===== config.mk =====
export PLATFORM = sky130hd
export DESIGN_NAME = tsts_cmp
export DESIGN_NICKNAME = d
export VERILOG_FILES = /design/src/hdl/tsts_pkg.sv /design/src/hdl/tsts_cmp.sv
export SDC_FILE = /design/constraint.sdc
export NUM_CORES = 1
export LEC_CHECK = 0
export BUFFER_PORTS_ARGS = -buffer_cell sky130_fd_sc_hd__buf_2
export CAP_MARGIN = 20
export CORE_MARGIN = 1
export CORE_UTILIZATION = 45
export DETAILED_ROUTE_END_ITERATION = 6
export GPL_ROUTABILITY_DRIVEN = 0
export GPL_TIMING_DRIVEN = 0
export PLACE_DENSITY = 0.88
export SYNTH_ARGS = -nofsm -noshare
export SYNTH_HDL_FRONTEND = slang
export SYNTH_SLANG_ARGS = --single-unit

===== constraint.sdc =====
create_clock -name vclk -period 3.05
set_input_delay 0.61 -clock vclk [all_inputs]
set_output_delay 0.61 -clock vclk [all_outputs]
set_load 0.005 [all_outputs]

===== src/hdl/tsts_pkg.sv =====
`default_nettype none

package tsts_pkg;

   // width of the operation selector and of the result status
   localparam int OP_BITS     = 3;
   localparam int STATUS_BITS = 2;

   // operation selector carried on req_tuser
   typedef enum logic [OP_BITS-1:0] {
      OP_APPEND    = 3'd0,
      OP_CLEAR     = 3'd1,
      OP_EXACT     = 3'd2,
      OP_NEXT      = 3'd3,
      OP_PREV      = 3'd4,
      OP_RANGE_MAX = 3'd5,
      OP_RANGE_MIN = 3'd6,
      OP_NOP       = 3'd7
   } op_type;

   // result status carried on rsp_tuser
   typedef enum logic [STATUS_BITS-1:0] {
      ST_OK        = 2'd0,
      ST_NOT_FOUND = 2'd1,
      ST_FULL      = 2'd2,
      ST_EMPTY     = 2'd3
   } status_type;

   // flags from the shared compare unit
   typedef struct packed {
      logic t_eq;      // sample time equals key a
      logic t_lt_a;    // sample time earlier than key a
      logic t_gt_a;    // sample time later than key a
      logic t_gt_b;    // sample time later than key b
      logic p_better;  // new price strictly beats best price
   } cmp_res_type;

endpackage : tsts_pkg

`default_nettype wire


===== src/hdl/tsts_cmp.sv =====
`default_nettype none

// Shared compare unit: one time sample against the two keys, one price pair.
module tsts_cmp
   import tsts_pkg::*;
   #(parameter int TIME_BITS  = 48,
     parameter int PRICE_BITS = 32)
   (input  wire        [TIME_BITS-1:0]  sample_time,
    input  wire        [TIME_BITS-1:0]  key_a,
    input  wire        [TIME_BITS-1:0]  key_b,
    input  wire signed [PRICE_BITS-1:0] new_price,
    input  wire signed [PRICE_BITS-1:0] best_price,
    input  wire                         want_max,
    output cmp_res_type                 res);

   always_comb begin
      res.t_eq     = (sample_time == key_a);
      res.t_lt_a   = (sample_time <  key_a);
      res.t_gt_a   = (sample_time >  key_a);
      res.t_gt_b   = (sample_time >  key_b);
      // strict, so ties keep the earlier tick
      res.p_better = want_max ? (new_price > best_price) : (new_price < best_price);
   end

endmodule : tsts_cmp

`default_nettype wire


## Yosys cells after proc, flatten, opt, wreduce, memory -nomap -nowiden

Cells that the tools add are included.

- Flip-flop bits (word level): 0
- Bits of input ports: 209
- Output and inout bits: 5
- Logic and storage cells: 7

- Magnitude comparators: 5
- Equality and inequality tests: 1
- Multiplexer cells: 1

Operator list:

| kind | number |
|---|---|
| $gt 48x48->1 | 2 |
| $eq 48x48->1 | 1 |
| $lt 48x48->1 | 1 |
| $gt 32x32->1 | 1 |
| $lt 32x32->1 | 1 |
| $mux 1 | 1 |

## Longest topological paths before layout

Gate-level depths: netlist (run 1).

- Depth after elaboration: 2
- Mapped depth: 9
- Gate-level depth less buffers: 9

## Worst setup path after synthesis (run 1)

Ideal clock, no wire load.

- Kind: input-to-output
- Start: in best_price[31]
- End: out res[0] (netlist name)
- Arrival: 2299 ps
- Data required time: 2440 ps
- Setup slack: 141 ps
- Stages on the path: 8
- Buffers on the path: 0
- Cells stage by stage: inv_1 -> ha_1 -> nand4_1 -> or4_4 -> a31oi_4 -> nor3_2 -> mux2_1 -> mux2i_1

RTL lines:

| element | line | text |
|---|---|---|
| start: declaration | tsts_cmp.sv:12 | `input wire signed [PRICE_BITS-1:0] best_price,` |
| end: declaration | tsts_cmp.sv:14 | `output cmp_res_type res);` |

==> results of run 1 <==
-- layer usage --
layer / part of all wire / up-vias / wire, microns / GRT usage
li1: - / 2049 / - / -
met1: 0.31 / 1986 / 4460 / 0.311
met2: 0.51 / 296 / 7210 / 0.639
met3: 0.099 / 123 / 1410 / 0.0782
met4: 0.080 / 0 / 1130 / 0.201
met5: 0 / - / 0 / 0
-- cells in the mapped netlist, types with 2 or more instances --
| cell | instances |
|---|---|
| a211oi_1 | 3 |
| a21o_1 | 27 |
| a21oi_1 | 40 |
| a221oi_1 | 2 |
| and4_1 | 3 |
| ha_1 | 128 |
| inv_1 | 129 |
| nand2_1 | 20 |
| nand2b_1 | 3 |
| nand3_1 | 10 |
| nand4_1 | 22 |
| nor2_1 | 17 |
| nor2b_1 | 6 |
| nor3_1 | 4 |
| nor4_1 | 4 |
| nor4_2 | 2 |
| o211ai_1 | 3 |
| o21ai_0 | 19 |
| or4_1 | 2 |
-- power breakdown --
group | switching [W] | leakage [nW] | total (W) | internal (W)
registers | 0 | 0 | 0 | 0
logic | 0.000350 | 3.14 | 0.000706 | 0.000356
clock network | 0 | 0.00000634 | 0.0000000000439 | 0.0000000000439
-- worst max-delay path: stages --
cell      delay (ns)
buf_6           0.07
inv_2           0.07
ha_4            0.30
nand3_4         0.10
nor4_4          0.37
nand2_1         0.14
or4_4           0.47
nor2b_4         0.13
or3_1           0.12
o211ai_1        0.07
buf_2           0.15
-- worst max path at each step --
| stage | slack (ns) | to | depth (start not counted) | start |
|---|---|---|---|---|
| after floorplan | 0.14 | res[0] | 8 | best_price[31] |
| after global placement | -0.32 | res[1] | 10 | sample_time[31] |
| after detailed placement | -0.37 | res[1] | 10 | sample_time[30] |
| after CTS | -0.07 | res[1] | 10 | sample_time[23] |
| after global routing | -0.26 | res[1] | 11 | key_b[25] |
| final | -0.18 | res[1] | 11 | key_b[25] |
-- logic make-up after synthesis --
logic type | count (synthesis)
muxes | 2
and+or+nand+nor | 100
buffers and inverters | 129
xor gates and xnor gates | 1
AOI/OAI and AO/OA | 101
adders and majority gates | 128
-- area by class of cell --
| type | count | area (sq um) | share of cell area |
|---|---|---|---|
| inverter | 129 | 494 | 0.0956 |
| timing repair buffer | 225 | 1320 | 0.256 |
| multi-input combinational | 332 | 3230 | 0.625 |
| tap | 96 | 120 | 0.0232 |
| antenna | 1 | 2.50 | 0.000484 |
-- per-stage QoR --
step,total power [W],worst slack [ns],util,hold slack (ns)
final,0.000706,-0.179,0.745,1.65
after CTS,0.000609,-0.0652,0.711,1.63
after global routing,0.000783,-0.259,0.744,1.66
after detailed placement,0.000542,-0.365,0.647,1.63
after floorplan,0.000301,0.141,-,1.39
after global placement,0.000503,-0.319,0.647,1.62
-- timing repair --
action                                  in CTS  in global routing
setup buffers                                7                  4
endpoints found under the setup margin       3                  4
hold buffers                                 0                  0
gates resized for setup                     68                 38
pin swaps                                   30                  6
==> impl_metrics.env, run 1 <==
export IMPL_register_area_sq_um=0
export IMPL_p_leak_nw=3.14
export IMPL_coreArea_sq_um=6940
export IMPL_routed_wirelength_mm=14.2
export IMPL_antenna_found_initial=1
export IMPL_grt_pass1_vias=4652
export IMPL_track_usage=0.329
export IMPL_synth_warnings=0
export IMPL_synth_xor_area_frac=0.00265
export IMPL_synth_compound_area_frac=0.191
export IMPL_synthMuxAreaShare=0.00644
export IMPL_hold_class="in2out"
export IMPL_setup_viol=3
export IMPL_layout_cells_non_filler=783
export IMPL_fmax_ghz=0.310
export IMPL_final_common_cell="buf_2"
export IMPL_final_nets=1025
export IMPL_cp_max_fo=2
export IMPL_synth_top_family_by_area="adder cells"
export IMPL_num_vias=4454
export IMPL_setup_tns_final_ns=-0.305
export IMPL_fin_crit_ns=3.23
export IMPL_worstSetupPathType="in2out"
export IMPL_min_path_cells=4
export IMPL_portBuffers=214
export IMPL_vdd_drop_max_mv=0.0801
export IMPL_worst_pin_slew_ns=0.460
export IMPL_fillers=491
export IMPL_synth_net_count=798
export IMPL_yosys_area_top_type="ha_1"
export IMPL_yosysTopAreaCellShare=0.485
export IMPL_rows=30
export IMPL_endpoint_kind="output pin"
export IMPL_die_area_sq_um=7690
export IMPL_ant_nets=0
export IMPL_dp_cells=771
export IMPL_crit_required_ns=2.44
export IMPL_worst_slack_ns=-0.179
export IMPL_drt_iter0_drc=186
export IMPL_violations="setup timing"
export IMPL_fin_area_sq_um=5170
export IMPL_maxSlewHeadroom=0.690
export IMPL_hold_end="res[0]"
export IMPL_die_y_microns=87.7
export IMPL_synthCells=461
export IMPL_syn_area_per_cell_sq_um=7.17
export IMPL_clkbuf_count=0
export IMPL_drt_drc_violations_left=0
export IMPL_avgRoutedWirePerCell_microns=18.1
export IMPL_ys_types=36
export IMPL_grt_setup_unrepaired="yes"
export IMPL_place_area_sq_um=4490
export IMPL_hold_viol_final=0
export IMPL_synthAdderAreaFrac=0.485
export IMPL_final_cell_mix="188 x buf_2, 110 x inv_1, 106 x ha_1"
export IMPL_drv_slew=0
export IMPL_overflow=0
export IMPL_worstHoldStart="want_max"
export IMPL_cp_arrival_ns=2.62
export IMPL_syn_to_final_growth_pct=56.5
export IMPL_die_w_microns=87.7
export IMPL_firstDrtPassIters=5
export IMPL_initial_core_util=0.476
export IMPL_grt_max_degree=4
export IMPL_synthSimpleGateAreaFrac=0.169
export IMPL_period_share=1.06
export IMPL_io_pins=214
export IMPL_maxCapViolations=0
export IMPL_detailed_place_hpwl_mm=9.44
export IMPL_seq_cell_count=0
export IMPL_status="complete, but fails checks"
export IMPL_grt_pass1_wl_mm=20.0
export IMPL_syn_area_sq_um=3300
export IMPL_ys_seq_area_frac=0
export IMPL_cp_start_kind="primary input"
export IMPL_viasPerCell=5.69
export IMPL_synthTopCellsByArea="ha_1 48%, inv_1 15%, a21o_1 6.1%"
export IMPL_drive_above_1_share=0.426
export IMPL_power_density_nw_per_um2=137
Power figures use the tool's default switching activity.
==> run 2: changes to the inputs <==
--- a/config.mk
+++ b/config.mk
@@ -8,11 +8,11 @@
 export BUFFER_PORTS_ARGS = -buffer_cell sky130_fd_sc_hd__buf_2
 export CAP_MARGIN = 20
 export CORE_MARGIN = 1
-export CORE_UTILIZATION = 45
+export CORE_UTILIZATION = 34
 export DETAILED_ROUTE_END_ITERATION = 6
 export GPL_ROUTABILITY_DRIVEN = 0
 export GPL_TIMING_DRIVEN = 0
-export PLACE_DENSITY = 0.88
+export PLACE_DENSITY = 0.7
 export SYNTH_ARGS = -nofsm -noshare
 export SYNTH_HDL_FRONTEND = slang
 export SYNTH_SLANG_ARGS = --single-unit
==> run 2 against run 1 <==
The run still ends with setup timing left. Combinational power decreased by 10%. Design area is essentially flat. Wire length decreased by 28%. Critical path depth down 1. Worst hold slack got worse by 0.019 ns. Largest power group unchanged.
==> impl_metrics.env, run 2 (synthesis gave the netlist of run 1 again) <==
export IMPL_status="complete, but fails checks"
export IMPL_violations="setup timing"
export IMPL_die_y_microns=101
export IMPL_fmax_ghz=0.325
export IMPL_setup_viol=1
export IMPL_worstSetupPathType="in2out"
export IMPL_register_area_sq_um=0
export IMPL_cp_arrival_ns=2.46
export IMPL_drive_above_1_share=0.418
export IMPL_final_cell_mix="192 x buf_2, 115 x inv_1, 106 x ha_1"
export IMPL_n_antenna_cell=0
export IMPL_clkbuf_count=0
export IMPL_cp_max_fo=3
export IMPL_antenna_found_initial=0
export IMPL_hold_viol_final=0
export IMPL_final_nets=1025
export IMPL_fillers=877
export IMPL_final_common_cell="buf_2"
export IMPL_grt_setup_unrepaired="yes"
export IMPL_cts_hold_buf=0
export IMPL_io_pins=214
export IMPL_syn_to_final_growth_pct=56.5
export IMPL_grt_pass1_vias=3953
export IMPL_grt_pass1_wl_mm=15.7
export IMPL_period_share=1.01
export IMPL_hold_slack_ns=1.63
export IMPL_die_area_sq_um=10100
export IMPL_die_w_microns=101
export IMPL_detailed_place_hpwl_mm=8.88
export IMPL_viasPerCell=4.85
export IMPL_rows=35
export IMPL_ant_nets=0
export IMPL_initial_core_util=0.354
export IMPL_portBuffers=214
export IMPL_worst_slack_ns=-0.0232
export IMPL_hold_class="in2out"
export IMPL_firstDrtPassIters=4
export IMPL_dp_slack_ns=-0.391
export IMPL_track_usage=0.184
export IMPL_dp_cells=804
export IMPL_power_density_nw_per_um2=122
export IMPL_p_leak_nw=3.15
export IMPL_crit_required_ns=2.44
export IMPL_grt_max_degree=4
export IMPL_vdd_drop_max_mv=0.0694
export IMPL_layout_cells_non_filler=815
export IMPL_avgRoutedWirePerCell_microns=12.5
export IMPL_fin_crit_ns=3.07
export IMPL_overflow=0
export IMPL_routed_wirelength_mm=10.2
export IMPL_drt_drc_violations_left=0
export IMPL_worst_pin_slew_ns=0.316
export IMPL_endpoint_kind="output pin"
export IMPL_coreArea_sq_um=9330
export IMPL_seq_cell_count=0
export IMPL_drv_slew=0
export IMPL_drt_iter0_drc=48
export IMPL_maxSlewHeadroom=0.788
export IMPL_maxCapViolations=0
export IMPL_cp_start_kind="primary input"
export IMPL_num_vias=3953
[run 2: layer usage]
metal  global-route usage  share of wire
met1                0.210           0.40
met5                    0              0
met3               0.0160          0.050
met2                0.371           0.53
met4               0.0312          0.018
[run 2: path summary, 6_finish.rpt]
path                      startpoint  endpoint  slack, ns  depth (start not counted)
worst min-delay path        want_max    res[0]       1.63                          4
worst max-delay path  best_price[27]    res[0]      -0.02                         10
[run 2: through the flow]
step           cell area, sq um   util  power (W)  setup TNS [ns]
3_5_place_dp               4540  0.486   0.000532          -0.979
6_report                   5170  0.554   0.000633         -0.0232
5_1_grt                    5170  0.554   0.000719          -0.252
3_3_place_gp               4540  0.486   0.000508          -0.882
4_1_cts                    4930  0.528   0.000587          -0.103
2_1_floorplan              3300      -   0.000301               0
[run 2: worst max-delay path: stages]
cell	delay (ns)
buf_6	0.08
inv_4	0.03
ha_4	0.25
nand4_1	0.14
or4_4	0.56
a31oi_4	0.17
nor3_2	0.07
mux2_4	0.29
mux2i_1	0.12
buf_2	0.13
[run 2: repair_timing]
action / 4_1_cts / 5_1_grt
setup buffers: 5 / 6
endpoints found under the setup margin: 5 / 4
gates resized for setup: 57 / 38
endpoints found under the hold margin: 0 / 0
pin swaps: 27 / 15
[run 2: layout make-up]
| type | count | area (sq um) | area share |
|---|---|---|---|
| well taps | 129 | 161 | 0.0312 |
| repair buffers | 225 | 1290 | 0.251 |
| inverters | 129 | 494 | 0.0956 |
| multi-input cells | 332 | 3220 | 0.623 |
[run 2: power breakdown]
group	internal [W]	leakage [nW]	switching (W)
sequential	0	0	0
combinational	0.000335	3.15	0.000298
clock	0	0	0
total	0.000335	3.15	0.000298
==> run 3: changes to the inputs <==
--- a/config.mk
+++ b/config.mk
@@ -5,6 +5,7 @@
 export SDC_FILE = /design/constraint.sdc
 export NUM_CORES = 1
 export LEC_CHECK = 0
+export ABC_AREA = 1
 export BUFFER_PORTS_ARGS = -buffer_cell sky130_fd_sc_hd__buf_2
 export CAP_MARGIN = 20
 export CORE_MARGIN = 1
@@ -12,7 +13,7 @@
 export DETAILED_ROUTE_END_ITERATION = 6
 export GPL_ROUTABILITY_DRIVEN = 0
 export GPL_TIMING_DRIVEN = 0
-export PLACE_DENSITY = 0.7
+export PLACE_DENSITY = 0.69
 export SYNTH_ARGS = -nofsm -noshare
 export SYNTH_HDL_FRONTEND = slang
 export SYNTH_SLANG_ARGS = --single-unit
==> run 3 against run 2 <==
Via count fell by 1.2%. Cell count up 9.1%. Critical path depth fell by 2. Non-clock buffer count shrank 11. Count of clock-buffer cells in the layout is the same. Design area down 9.5%. Sequential share of layout area did not move. Die area up 4.0%. The flow now finishes without violations. Combinational power shrank 13%. Core utilization shrank 7.6 points.
==> impl_metrics.env, run 3 <==
export IMPL_setup_tns_final_ns=0
export IMPL_vdd_drop_max_mv=0.0503
export IMPL_antenna_found_initial=0
export IMPL_portBuffers=214
export IMPL_maxCapViolations=0
export IMPL_die_area_sq_um=10500
export IMPL_synth_net_count=879
export IMPL_period_share=0.923
export IMPL_ys_types=28
export IMPL_cp_arrival_ns=2.20
export IMPL_worst_pin_slew_ns=0.535
export IMPL_cts_setup_buffers=0
export IMPL_syn_area_per_cell_sq_um=6.34
export IMPL_avgRoutedWirePerCell_microns=10.1
export IMPL_power_density_nw_per_um2=118
export IMPL_status="complete, no violations"
export IMPL_ant_nets=0
export IMPL_grt_setup_unrepaired="no"
export IMPL_maxSlewHeadroom=0.640
export IMPL_firstDrtPassIters=4
export IMPL_coreArea_sq_um=9770
export IMPL_final_cell_mix="214 x buf_2, 142 x inv_1, 128 x ha_1"
export IMPL_register_area_sq_um=0
export IMPL_fmax_ghz=0.355
export IMPL_routed_wirelength_mm=9.00
export IMPL_drt_iter0_drc=48
export IMPL_die_w_microns=103
export IMPL_worstSetupPathType="in2out"
export IMPL_io_pins=214
export IMPL_seq_cell_count=0
export IMPL_drt_drc_violations_left=0
export IMPL_synthTopCellsByCount="142 x inv_1, 128 x ha_1, 100 x nand2_1, 59 x a21oi_1, 36 x nor2_1"
export IMPL_drv_slew=0
export IMPL_final_common_cell="buf_2"
export IMPL_p_leak_nw=3.11
export IMPL_cp_start_kind="primary input"
export IMPL_ys_seq_area_frac=0
export IMPL_rows=36
export IMPL_power_w=0.000550
export IMPL_yosysTopAreaCellShare=0.466
export IMPL_synthTopCellsByArea="ha_1 47%, inv_1 16%, nand2_1 11%"
export IMPL_crit_required_ns=2.44
export IMPL_overflow=0
export IMPL_final_nets=1095
export IMPL_grt_pass1_wl_mm=14.2
export IMPL_synth_warnings=0
export IMPL_cts_hold_buf=0
export IMPL_syn_to_final_growth_pct=36.0
export IMPL_track_usage=0.165
export IMPL_initial_core_util=0.352
export IMPL_viasPerCell=4.39
export IMPL_synth_most_common_cell="inv_1"
export IMPL_synthCells=542
export IMPL_hold_viol_final=0
export IMPL_detailed_place_hpwl_mm=8.73
export IMPL_cts_resized=0
export IMPL_drive_above_1_share=0.312
export IMPL_syn_area_sq_um=3440
export IMPL_setup_viol=0
export IMPL_endpoint_kind="output pin"
export IMPL_fillers=1062
export IMPL_fin_crit_ns=2.81
export IMPL_hold_class="in2out"
export IMPL_multi_input_area_sq_um=2880
export IMPL_cp_max_fo=3
export IMPL_grt_pass1_vias=3563
export IMPL_clkbuf_count=0
export IMPL_yosys_area_top_type="ha_1"
export IMPL_num_vias=3907
export IMPL_die_y_microns=103
export IMPL_grt_max_degree=5
export IMPL_n_antenna_cell=0
==> run 3: layout make-up <==
class	instances	share of cell area
Inverter	148	0.119
Multi-Input combinational cell	394	0.617
Tap cell	133	0.0356
Timing Repair Buffer	214	0.229
==> run 3: cells by family (layout without fill, tap and decap cells) <==
group,count (synthesis),after routing,synth area share
buffers and inverters,148,362,0.162
AOI/OAI and AO/OA,88,88,0.138
adders and majority gates,128,128,0.466
and+or+nand+nor,178,178,0.235
==> run 3: routing by layer <==
metal  global-route usage  part of all wire
met5                    0                 0
met4              0.00330            0.0017
met3               0.0244             0.085
met2                0.337              0.48
met1                0.187              0.43
==> run 3: final timing paths <==
path,start,endpoint,slack [ns],cells past startpoint
worst max-delay path,sample_time[15],res[2],0.24,8
worst min-delay path,want_max,res[0],1.59,4
==> run 3: worst max-delay path, cell delays in order <==
cell and delay [ns]:
buf_2 0.11, ha_1 0.28, nand2_1 0.10, nor4_1 0.52, nand3_1 0.17, nor2_1 0.23
nor2_2 0.06, buf_2 0.12
==> run 3: metrics by stage <==
stage | cells | cell area, sq um | util | hold slack [ns] | setup WS (ns)
after CTS | 889 | 4680 | 0.478 | 1.59 | 0.244
after detailed placement | 889 | 4680 | 0.478 | 1.59 | 0.247
after global routing | 889 | 4680 | 0.478 | 1.62 | 0.126
after global placement | 889 | 4680 | 0.478 | 1.59 | 0.264
after floorplan | 542 | 3440 | - | 1.34 | 0.784
final | 889 | 4680 | 0.478 | 1.59 | 0.236
==> run 3: power breakdown <==
part	internal (W)	total, W	switching [W]
registers	0	0	0
clock network	0	0	0
logic	0.000268	0.000550	0.000282
